--- config.mk ---
export PLATFORM = sky130hd
export DESIGN_NAME = texture_unswizzle_address
export DESIGN_NICKNAME = d
export VERILOG_FILES = /design/src/rtl/txunswz_pkg.sv /design/src/rtl/texture_unswizzle_address.sv /design/src/rtl/txunswz_cfg.sv /design/src/rtl/txunswz_index.sv /design/src/rtl/txunswz_addr.sv
export SDC_FILE = /design/constraint.sdc
export NUM_CORES = 1
export LEC_CHECK = 0
export ABC_AREA = 1
export BUFFER_PORTS_ARGS = -buffer_cell sky130_fd_sc_hd__buf_2
export CAP_MARGIN = 10
export CORE_MARGIN = 10
export CORE_UTILIZATION = 37
export CTS_CLUSTER_SIZE = 12
export DETAILED_ROUTE_END_ITERATION = 7
export GPL_ROUTABILITY_DRIVEN = 0
export PLACE_DENSITY = 0.51
export SYNTH_ARGS = -nofsm -noshare
export SYNTH_HDL_FRONTEND = slang
export SYNTH_SLANG_ARGS = --single-unit
--- constraint.sdc ---
create_clock -name clk -period 8.4 [get_ports clk]
set_input_delay 1.68 -clock clk [delete_from_list [all_inputs] [get_ports clk]]
set_output_delay 1.68 -clock clk [all_outputs]
set_load 0.02 [all_outputs]
--- src/rtl/txunswz_pkg.sv ---
// Shared types and constants for the texture unswizzle address block.
// No dependencies.
`default_nettype none

package txunswz_pkg;

	localparam int MAX_SIDE_LOG2_DEF = 11;
	localparam int ADDR_W            = 24;
	localparam int TEXEL_W           = 32;
	localparam int SIDE_W            = 4;
	localparam int BPT_W             = 3;
	localparam int CFG_IDX_W         = 2;
	localparam int CFG_DATA_W        = 4;

	// Register indexes on the configuration port.
	localparam logic [CFG_IDX_W-1:0] REG_WIDTH_LOG2  = 2'd0;
	localparam logic [CFG_IDX_W-1:0] REG_HEIGHT_LOG2 = 2'd1;
	localparam logic [CFG_IDX_W-1:0] REG_BYTES       = 2'd2;

	localparam logic [BPT_W-1:0] BYTES_RESET = 3'd4;

	// Effective configuration, sides already saturated.
	typedef struct packed {
		logic [SIDE_W-1:0] wl;
		logic [SIDE_W-1:0] hl;
		logic [BPT_W-1:0]  bpt;
	} cfg_t;

endpackage

`default_nettype wire

--- src/rtl/texture_unswizzle_address.sv ---
// Texture unswizzle address generator, top level.
// Uses txunswz_pkg, txunswz_cfg, txunswz_index and txunswz_addr.
//
// Usage:
//  - Texels enter in Morton order on texel_data with in_valid/in_ready; each
//    accepted word gets the next texel index (0 after reset).
//  - Each result word on out_valid/out_ready carries texel_out (the texel as
//    given), dest_byte_address = bytes_per_texel * (x + y*width), truncated
//    to 24 bits, and image_done on the last texel of the image.
//  - cfg_write/cfg_index/cfg_data load width_log2 (0), height_log2 (1) and
//    bytes_per_texel (2); write only while the pipe is empty. Sides above
//    MAX_SIDE_LOG2 saturate. The index is not cleared by a write.
//  - Path: an accepted word enters the input register, then the
//    deinterleave/multiply result is taken into the result register,
//    which drives out_valid.
//  - Throughput: one word per cycle with out_ready high; the single index
//    counter steps per accept; address logic is one short combinational pass.
//  - Stall: with out_ready low the result register holds; one more word sits
//    in the input register, after which in_ready drops. in_ready follows
//    out_ready combinationally when both stages are full.
//  - Reset (arst_n low): both stages empty, index 0, width/height 1 texel,
//    4 bytes per texel.
`default_nettype none

module texture_unswizzle_address #(
	parameter int MAX_SIDE_LOG2 = txunswz_pkg::MAX_SIDE_LOG2_DEF
) (
	input  wire logic                                 clk,
	input  wire logic                                 arst_n,
	input  wire logic                                 cfg_write,
	input  wire logic [txunswz_pkg::CFG_IDX_W-1:0]    cfg_index,
	input  wire logic [txunswz_pkg::CFG_DATA_W-1:0]   cfg_data,
	input  wire logic                                 in_valid,
	output logic                                      in_ready,
	input  wire logic [txunswz_pkg::TEXEL_W-1:0]      texel_data,
	output logic                                      out_valid,
	input  wire logic                                 out_ready,
	output logic [txunswz_pkg::ADDR_W-1:0]            dest_byte_address,
	output logic [txunswz_pkg::TEXEL_W-1:0]           texel_out,
	output logic                                      image_done
);

	localparam int IDX_W = 2 * MAX_SIDE_LOG2;

	txunswz_pkg::cfg_t cfg;

	logic             accept;
	logic             load_s2;
	logic [IDX_W-1:0] index;
	logic [IDX_W-1:0] last;

	// stage 1: input register
	logic                              valid_s1;
	logic [txunswz_pkg::TEXEL_W-1:0]   texel_s1;
	logic [IDX_W-1:0]                  index_s1;

	// stage 2: result register
	logic                              valid_s2;
	logic [txunswz_pkg::TEXEL_W-1:0]   texel_s2;
	logic [txunswz_pkg::ADDR_W-1:0]    addr_s2;
	logic                              done_s2;

	logic [txunswz_pkg::ADDR_W-1:0]    addr_d;
	logic                              done_d;

	txunswz_cfg #(
		.MAX_SIDE_LOG2(MAX_SIDE_LOG2)
	) u_cfg (
		.clk       (clk),
		.arst_n    (arst_n),
		.cfg_write (cfg_write),
		.cfg_index (cfg_index),
		.cfg_data  (cfg_data),
		.cfg       (cfg)
	);

	txunswz_index #(
		.MAX_SIDE_LOG2(MAX_SIDE_LOG2),
		.IDX_W        (IDX_W)
	) u_index (
		.clk    (clk),
		.arst_n (arst_n),
		.step   (accept),
		.cfg    (cfg),
		.index  (index),
		.last   (last)
	);

	txunswz_addr #(
		.MAX_SIDE_LOG2(MAX_SIDE_LOG2),
		.IDX_W        (IDX_W)
	) u_addr (
		.index (index_s1),
		.last  (last),
		.cfg   (cfg),
		.addr  (addr_d),
		.done  (done_d)
	);

	// result register takes a word when empty or draining
	assign load_s2  = !valid_s2 || out_ready;
	assign in_ready = !valid_s1 || load_s2;
	assign accept   = in_valid && in_ready;

	always_ff @(posedge clk or negedge arst_n) begin
		if (!arst_n) begin
			valid_s1 <= 1'b0;
			valid_s2 <= 1'b0;
		end else begin
			if (in_ready) begin
				valid_s1 <= in_valid;
			end
			if (load_s2) begin
				valid_s2 <= valid_s1;
			end
		end
	end

	always_ff @(posedge clk) begin
		if (accept) begin
			texel_s1 <= texel_data;
			index_s1 <= index;
		end
		if (load_s2 && valid_s1) begin
			texel_s2 <= texel_s1;
			addr_s2  <= addr_d;
			done_s2  <= done_d;
		end
	end

	assign out_valid         = valid_s2;
	assign texel_out         = texel_s2;
	assign dest_byte_address = addr_s2;
	assign image_done        = done_s2;

endmodule

`default_nettype wire

--- src/rtl/txunswz_cfg.sv ---
// Configuration registers with side saturation.
// Depends on txunswz_pkg.
`default_nettype none

module txunswz_cfg #(
	parameter int MAX_SIDE_LOG2 = txunswz_pkg::MAX_SIDE_LOG2_DEF
) (
	input  wire logic                                 clk,
	input  wire logic                                 arst_n,
	input  wire logic                                 cfg_write,
	input  wire logic [txunswz_pkg::CFG_IDX_W-1:0]    cfg_index,
	input  wire logic [txunswz_pkg::CFG_DATA_W-1:0]   cfg_data,
	output txunswz_pkg::cfg_t                         cfg
);

	localparam logic [txunswz_pkg::SIDE_W-1:0] SIDE_MAX = txunswz_pkg::SIDE_W'(MAX_SIDE_LOG2);

	logic [txunswz_pkg::SIDE_W-1:0] width_q;
	logic [txunswz_pkg::SIDE_W-1:0] height_q;
	logic [txunswz_pkg::BPT_W-1:0]  bytes_q;

	always_ff @(posedge clk or negedge arst_n) begin
		if (!arst_n) begin
			width_q  <= '0;
			height_q <= '0;
			bytes_q  <= txunswz_pkg::BYTES_RESET;
		end else if (cfg_write) begin
			unique case (cfg_index)
				txunswz_pkg::REG_WIDTH_LOG2:  width_q  <= cfg_data;
				txunswz_pkg::REG_HEIGHT_LOG2: height_q <= cfg_data;
				txunswz_pkg::REG_BYTES:       bytes_q  <= cfg_data[txunswz_pkg::BPT_W-1:0];
				default: ;
			endcase
		end
	end

	always_comb begin
		cfg.wl  = (width_q > SIDE_MAX) ? SIDE_MAX : width_q;
		cfg.hl  = (height_q > SIDE_MAX) ? SIDE_MAX : height_q;
		cfg.bpt = bytes_q;
	end

endmodule

`default_nettype wire

--- src/rtl/txunswz_index.sv ---
// Running texel index with wrap at the last texel of the image.
// Depends on txunswz_pkg.
`default_nettype none

module txunswz_index #(
	parameter int MAX_SIDE_LOG2 = txunswz_pkg::MAX_SIDE_LOG2_DEF,
	parameter int IDX_W         = 2 * MAX_SIDE_LOG2
) (
	input  wire logic              clk,
	input  wire logic              arst_n,
	input  wire logic              step,
	input  txunswz_pkg::cfg_t      cfg,
	output logic [IDX_W-1:0]       index,
	output logic [IDX_W-1:0]       last
);

	localparam int TOT_W = $clog2(IDX_W + 1);

	logic [TOT_W-1:0] total_bits;
	logic [IDX_W-1:0] index_q;

	assign total_bits = TOT_W'(cfg.wl) + TOT_W'(cfg.hl);
	// all ones below total_bits
	assign last  = ~({IDX_W{1'b1}} << total_bits);
	assign index = index_q;

	always_ff @(posedge clk or negedge arst_n) begin
		if (!arst_n) begin
			index_q <= '0;
		end else if (step) begin
			// any index at or past the last texel wraps
			if (index_q >= last) begin
				index_q <= '0;
			end else begin
				index_q <= index_q + IDX_W'(1);
			end
		end
	end

endmodule

`default_nettype wire

--- src/rtl/txunswz_addr.sv ---
// Morton deinterleave, linear address and last-texel flag (combinational).
// Depends on txunswz_pkg.
`default_nettype none

module txunswz_addr #(
	parameter int MAX_SIDE_LOG2 = txunswz_pkg::MAX_SIDE_LOG2_DEF,
	parameter int IDX_W         = 2 * MAX_SIDE_LOG2
) (
	input  wire logic [IDX_W-1:0]                   index,
	input  wire logic [IDX_W-1:0]                   last,
	input  txunswz_pkg::cfg_t                       cfg,
	output logic [txunswz_pkg::ADDR_W-1:0]          addr,
	output logic                                    done
);

	localparam int POS_W = (IDX_W > 1) ? $clog2(IDX_W) : 1;
	localparam int MUL_W = (IDX_W + txunswz_pkg::BPT_W > txunswz_pkg::ADDR_W) ?
		IDX_W + txunswz_pkg::BPT_W : txunswz_pkg::ADDR_W;

	logic [IDX_W-1:0]         idx_m;
	logic [MAX_SIDE_LOG2-1:0] x;
	logic [MAX_SIDE_LOG2-1:0] y;
	logic [POS_W-1:0]         xpos [MAX_SIDE_LOG2];
	logic [POS_W-1:0]         ypos [MAX_SIDE_LOG2];
	logic [IDX_W-1:0]         linear;
	logic [MUL_W-1:0]         prod;

	assign idx_m = index & last;
	assign done  = (idx_m == last);

	// Bit i of x sits at 2i while y still has bits, else at hl+i; y mirrors it.
	always_comb begin
		for (int i = 0; i < MAX_SIDE_LOG2; i++) begin
			xpos[i] = (txunswz_pkg::SIDE_W'(i) < cfg.hl) ? POS_W'(2 * i)
				: POS_W'(i) + POS_W'(cfg.hl);
			ypos[i] = (txunswz_pkg::SIDE_W'(i) < cfg.wl) ? POS_W'(2 * i + 1)
				: POS_W'(i) + POS_W'(cfg.wl);
			x[i] = (txunswz_pkg::SIDE_W'(i) < cfg.wl) ? idx_m[xpos[i]] : 1'b0;
			y[i] = (txunswz_pkg::SIDE_W'(i) < cfg.hl) ? idx_m[ypos[i]] : 1'b0;
		end
	end

	// x stays below 2^wl, so the add is an OR
	assign linear = IDX_W'(x) | (IDX_W'(y) << cfg.wl);
	assign prod   = MUL_W'(linear) * MUL_W'(cfg.bpt);
	assign addr   = prod[txunswz_pkg::ADDR_W-1:0];

endmodule

`default_nettype wire

# ---- Word level (Yosys, flattened, before mapping)
# Index checks and enable logic that the tools add are counted.
dict set report totals {
  regBits 146
  inputBits 43
  output_inout_bits 59
}
dict set report op_classes {
  eq_ne 3
  reduce_logical 10
  n_shift 2
  mux 91
  add_sub_neg 22
  mul 1
  bitwise 3
  order_cmp 47
}
# cell count
set ops {}
lappend ops {{$lt 5x6->1 const B} 22}
lappend ops {{$bmux 1 s5} 22}
lappend ops {{$mux 5} 20}
lappend ops {{$mux 1} 44}
lappend ops {{$add 3x4->5 const A} 8}
lappend ops {{$lt 3x4->1 const A} 8}
lappend ops {{$add 4x4->5 const A} 6}
lappend ops {{$lt 4x4->1 const A} 6}
lappend ops {{$mul 22x3->24} 1}
lappend ops {{$add 22x1->22 const B} 1}
lappend ops {{$and 22x22->22} 1}
lappend ops {{$eq 22x22->1} 1}
lappend ops {{$ge 22x22->1} 1}
lappend ops {{$mux 22} 1}
lappend ops {{$not 22->22} 1}
lappend ops {{$or 11x22->22} 1}
lappend ops {{$shl 11x4->22} 1}
lappend ops {{$shl 22x5->22 const A} 1}
lappend ops {{$add 2x4->5 const A} 4}
lappend ops {{$lt 1x4->1 const A} 4}
lappend ops {{$lt 2x4->1 const A} 4}
lappend ops {{$mux 4} 4}
lappend ops {{$add 1x4->5 const A} 2}
lappend ops {{$gt 4x4->1 const B} 2}
lappend ops {{8 further kinds} 13}

# ---- Longest topological paths before layout
dict set report logic_depth {
  word_depth 12
  ltp_mapped 48
}

# ---- Modules after synthesis
# From an unflattened synthesis, not the netlist that was laid out.
dict set report hier_totals {
  hier_cells 1753
  area_unflattened_um2 12851.1
}
# mod seq_area_each_um2 area_each_um2 cells_per_inst instances
set by_module_without_submodules {}
lappend by_module_without_submodules {txunswz_addr 0.0 6560.0 1235 1}
lappend by_module_without_submodules {texture_unswizzle_address 3383.2 3428.3 123 1}
lappend by_module_without_submodules {txunswz_index 550.5 2323.5 332 1}
lappend by_module_without_submodules {txunswz_cfg 276.5 539.3 63 1}

# ---- Worst setup path before layout
# OpenSTA, ideal clock, no wires.
dict set report synth_timing {
  kind {flip-flop to flip-flop}
  startpoint {reg u_cfg.width_q[2] (netlist name)}
  endpoint {reg addr_s2, in the netlist dest_byte_address[22] (data pin)}
  n_path_buf 3
  stages_incl_launch_ff 46
  setup_ns 0.265
  t_required_ns 8.135
  arrival_time_ns 5.593
  slack_ns 2.542
  cell_sequence {dfrtp_1 -> buf_2 -> nand2_1 -> nand2_1 -> buf_6 -> buf_2 -> ha_1 -> inv_1 -> fa_1 -> inv_1 -> nand2_1 -> nand2_1 -> nand2_1 -> nand2_1 -> inv_1 -> nand2_2 -> nand2_2 -> a21oi_1 -> [10 not listed] -> inv_1 -> ha_1 -> fa_1 -> nand3_1 -> nand2_1 -> nand2_1 -> o211ai_1 -> nand3_1 -> nand2_1 -> nand3_1 -> nand2_1 -> nand3_1 -> nand2_1 -> nand3_1 -> nand2_1 -> nand3_1 -> o21ai_0 -> xor2_1}
}
dict set report synth_via {
  elab_chain_cells 12
  word_cells_on_any_way 107
}
# item line_no
set synth_lines {}
lappend synth_lines {{from (decl)} txunswz_cfg.sv:18} ;# logic [txunswz_pkg::SIDE_W-1:0] width_q;
lappend synth_lines {{from (signal assigned)} txunswz_cfg.sv:29} ;# txunswz_pkg::REG_WIDTH_LOG2: width_q <= cfg_data;
lappend synth_lines {{$gt 4x4->1} txunswz_cfg.sv:38} ;# cfg.wl = (width_q > SIDE_MAX) ? SIDE_MAX : width_q;
lappend synth_lines {{$mux 4 (*)} txunswz_cfg.sv:38}
lappend synth_lines {{$add 4x4->5} txunswz_index.sv:22} ;# assign total_bits = TOT_W'(cfg.wl) + TOT_W'(cfg.hl);
lappend synth_lines {{$shl 22x5->22} txunswz_index.sv:24} ;# assign last = ~({IDX_W{1'b1}} << total_bits);
lappend synth_lines {{$not 22->22} txunswz_index.sv:24}
lappend synth_lines {{$and 22x22->22} txunswz_addr.sv:28} ;# assign idx_m = index & last;
lappend synth_lines {{$bmux 1 s5} txunswz_addr.sv:39} ;# y[i] = (txunswz_pkg::SIDE_W'(i) < cfg.hl) ? idx_m[ypos[i]] : 1'b0;
lappend synth_lines {{$mux 1 (implied by the code)} txunswz_addr.sv:39}
lappend synth_lines {{$mux 1} txunswz_addr.sv:39}
lappend synth_lines {{$shl 11x4->22} txunswz_addr.sv:44} ;# assign linear = IDX_W'(x) | (IDX_W'(y) << cfg.wl);
lappend synth_lines {{$or 11x22->22 (*)} txunswz_addr.sv:44}
lappend synth_lines {{$mul 22x3->24 (*)} txunswz_addr.sv:45} ;# assign prod = MUL_W'(linear) * MUL_W'(cfg.bpt);
lappend synth_lines {{via addr_d (one bit)} texture_unswizzle_address.sv:63} ;# logic [txunswz_pkg::ADDR_W-1:0] addr_d;
lappend synth_lines {{to (signal assigned)} texture_unswizzle_address.sv:126} ;# addr_s2 <= addr_d;
lappend synth_lines {{to (decl)} texture_unswizzle_address.sv:60} ;# logic [txunswz_pkg::ADDR_W-1:0] addr_s2;
# Mark *: on every way through the listed nets, which the timed path passes. The rest lies on a longest branch. The select of a mux whose other input is x is not followed.
# A chain may end at the register's enable or synchronous reset.

# ---- Worst setup path after layout
dict set report layout_timing {
  startpoint {reg u_cfg.width_q[0] (netlist name)}
  endpoint {reg addr_s2, in the netlist dest_byte_address[22] (data pin)}
}
# The elaborated chain is that of the path after synthesis.

==> results.md <==
- Met2 wire len: approximately 20 mm
- WL final: about 43 mm
- CP bufs+invs: 6
- Io pins: 102
- Adder-cell share of the synthesized area: around a tenth
- Final hold violations: 0
- Largest family of logic cells by synthesized area: simple AND/OR/NAND/NOR gates
- PD cells: approximately 280 mW/mm^2
- Post-synthesis sequential area ratio: about 34%
- Worst-path clk slew: approximately 0.080 ns
- Die X: slightly above 200 um
- Crit end category: flip-flop
- Worst vdd ir: 158 uV
- Root Buffer: clkbuf_16
- Row cnt: 66
- Yosys cell types: 60
- Fin crit share: around nine tenths
- DRC: 0
- Die Height: a little over 200 um
- Yosys warning count: 0
- Synth Net Count: 1,774
- Slew Limit Fails: 0
- RSZ-0062 raised after global routing: false
- CP startpoint: u_cfg.width_q[0]$_DFFE_PN0P_
- Critical Path AT: 7.89 ns
- Pin count of the biggest net entering global routing: between 50 and 60
- Hold path start: texel_s1[8]$_DFFE_PP_
- Grt total ovfl: 0
- Die area: 0.0409 mm^2
- Hold/Removal Path Class: flip-flop to flip-flop
- CP peak stage delay: 0.68 ns
- Max-slew headroom: a little under two fifths
- Initial Util: a little under two fifths
- Maximum buffer depth of the clock tree: 2
- Async SR Flop Fraction: between 20% and 30%
- Design Power: just under 4 mW
- EDFF count, synth: ~110
- CP top delay family: simple AND/OR/NAND/NOR gates
- Max Clk Rate: roughly 130 MHz
- DR top layer: met5
- Critical path fanouts, max: 16
- Drt first pass iters: 6
- WL met3: 3.37 mm
- Post-synthesis mux area share: 0.0917%
- Post-Synth XOR/XNOR Area: 2.28%
- Worst reg2reg startpoint: u_cfg.width_q[0]$_DFFE_PN0P_
- Global-route wire length before repair: approximately 67 mm
- Most used DFF post-synth: edfxtp_1
- Vias: ~12,000
- H-Tree Depth: 4
- Slowest-stage cell, CP: dfrtp_1
- Placed Cells: between 2,000 and 2,500
- Most common cell after layout, fill and taps aside: nand2_1
- CTS buffer count: 17
- Final HPWL DP: approximately 33 mm
- Post-Place Cell Area: around 0.013 mm^2
- Most common cell on crit path: nand2_1
- Final setup violation count: 0
- Antenna viol nets, final: 0
- Min Tclk post-route: around 7.7 ns
- CP startpoint kind: flip-flop
- Synth Cell Area: approximately 0.012 mm^2
- Setup CP Type: flip-flop to flip-flop
- Design Area, Final: between 0.01 and 0.015 mm^2
- CP required: roughly 8.6 ns
- Fraction of layout cells with a size suffix above 1: between 10% and 20%
- Seq cells post-synth: between 100 and 150
- Layout Skew: roughly 0.020 ns
- Status: finished, final reports clean
- Initial DRC count: roughly 1,100
- Area delta synth->final: 12.5%
- # hold bufs at CTS: 0
- Synth Area in Compound Gates: about 14%
- Sinks on Clock Net: roughly 150
- Commonest non-fill, non-tap cells in the layout: nand2_1 (390), nand3_1 (187), inv_1 (184), nor2_1 (147), edfxtp_1 (111)
- Clk_lat worst skew: between 0.4 and 0.5 ns
- Initial antenna violation count: 2
- CTS resizes: 0
- Post-Syn Instances: about 1,600
- Top cell type by total area after synthesis: edfxtp_1
- Post-synth top area share: between 20% and 30%
- WL/cell: just under 20 um
- GR Util All Layers: ~21%
- Synth Area per Inst: approximately 7.5 um^2
- Max_cap viols: 0
- Number of vias per cell: approximately 5.5
- DRT met1 WL: about 18 mm
- Vias in the first global route: approximately 12,000
- Final cell count without fillers: 2,193
- Setup TNS: 0 ns
- Placeable Area: roughly 0.033 mm^2
- # port buffers: 101
- Largest cells by area after synthesis: edfxtp_1 (27%), nand2_1 (12%), nand3_1 (7.6%), dfrtp_1 (6.9%), ha_1 (6.6%)
- Final Net Count: 1,867
- Pleak: 6.39 nW
- Worst-Margin Slew: roughly 0.93 ns
- CTS tree: built
- Post CTS Setup Buffer Count: 0
- Post-Synth Simple-Gate Area: 30.7%
-- report_power, final --
group          total [mW]  leakage [nW]  switching [mW]  internal [mW]
registers           0.996          1.54          0.0753          0.921
clock network       0.763         0.281           0.365          0.398
logic                2.15          4.57            1.52          0.627
total                3.91          6.39            1.96           1.95
-- worst reg2reg max path, delay by kind of cell, from the launching register on --
kind                       cells  cell delay, ns
and+or+nand+nor               22            3.49
adders and majority gates      4            1.48
AOI/OAI and AO/OA              5            0.91
buffers and inverters          6            0.80
DFF                            1            0.68
xor gates and xnor gates       1            0.10
-- registers in the layout, indices dropped and copies added (netlist names) --
signal / cells
dest_byte_address: 24
image_done: 1
index_s1: 22
out_valid: 1
texel_out: 32
texel_s1: 32
u_cfg.bytes_q: 3
u_cfg.height_q: 4
u_cfg.width_q: 4
u_index.index: 22
valid_s1: 1
-- kinds of logic after synthesis --
family,after synthesis
simple gates,835
compound gates,293
buf+inv,250
flops,146
fa+ha+maj,87
xor+xnor,32
mux,1
-- per-layer routing --
| metal | global-route usage (%) | up-vias |
|---|---|---|
| li1 | - | 5810 |
| met1 | 26.6 | 5673 |
| met2 | 33.8 | 535 |
| met3 | 4.16 | 94 |
| met4 | 7.51 | 2 |
| met5 | 0 | - |
-- metrics by stage --
step	utilization [%]	setup slack, ns	hold WS (ns)
6_report	42.3	0.700	0.420
3_5_place_dp	40.5	1.00	0.405
5_1_grt	42.3	0.171	0.424
3_3_place_gp	40.5	0.988	0.401
2_1_floorplan	-	2.54	0.400
4_1_cts	42.3	0.964	0.420
-- cell usage after synthesis (22+ instances only) --
cell type / instances
a21oi_1: 87
nor2_1: 147
fa_1: 22
ha_1: 65
o21ai_1: 22
edfxtp_1: 111
o211ai_1: 31
xor2_1: 23
o21ai_0: 86
nand4_1: 25
inv_2: 23
nand2_1: 390
nand3_1: 187
dfrtp_1: 34
inv_1: 184
-- final timing paths --
check / end / slack [ns] / cells past startpoint
max in group asynchronous: u_cfg.height_q[3]$_DFFE_PN0P_ / 6.42 / 1
max reg2reg: dest_byte_address[22]$_DFFE_PP_ / 0.70 / 38
max: dest_byte_address[22]$_DFFE_PP_ / 0.70 / 38
min in group asynchronous: u_index.index[20]$_DFFE_PN0P_ / 1.36 / 1
min: texel_out[8]$_DFFE_PP_ / 0.42 / 0
min reg2reg: texel_out[8]$_DFFE_PP_ / 0.42 / 0
-- area by class of cell --
| class | instances | area [um^2] |
|---|---|---|
| antenna | 1 | 2.50 |
| clock buffer | 17 | 425 |
| clock inverter | 15 | 166 |
| fill | 3370 | 18800 |
| inverter | 209 | 787 |
| multi-input combinational | 1248 | 7050 |
| sequential | 146 | 4210 |
| tap | 442 | 553 |
| timing repair buffer | 115 | 611 |
No activity file was read; power rests on OpenSTA's default activity.
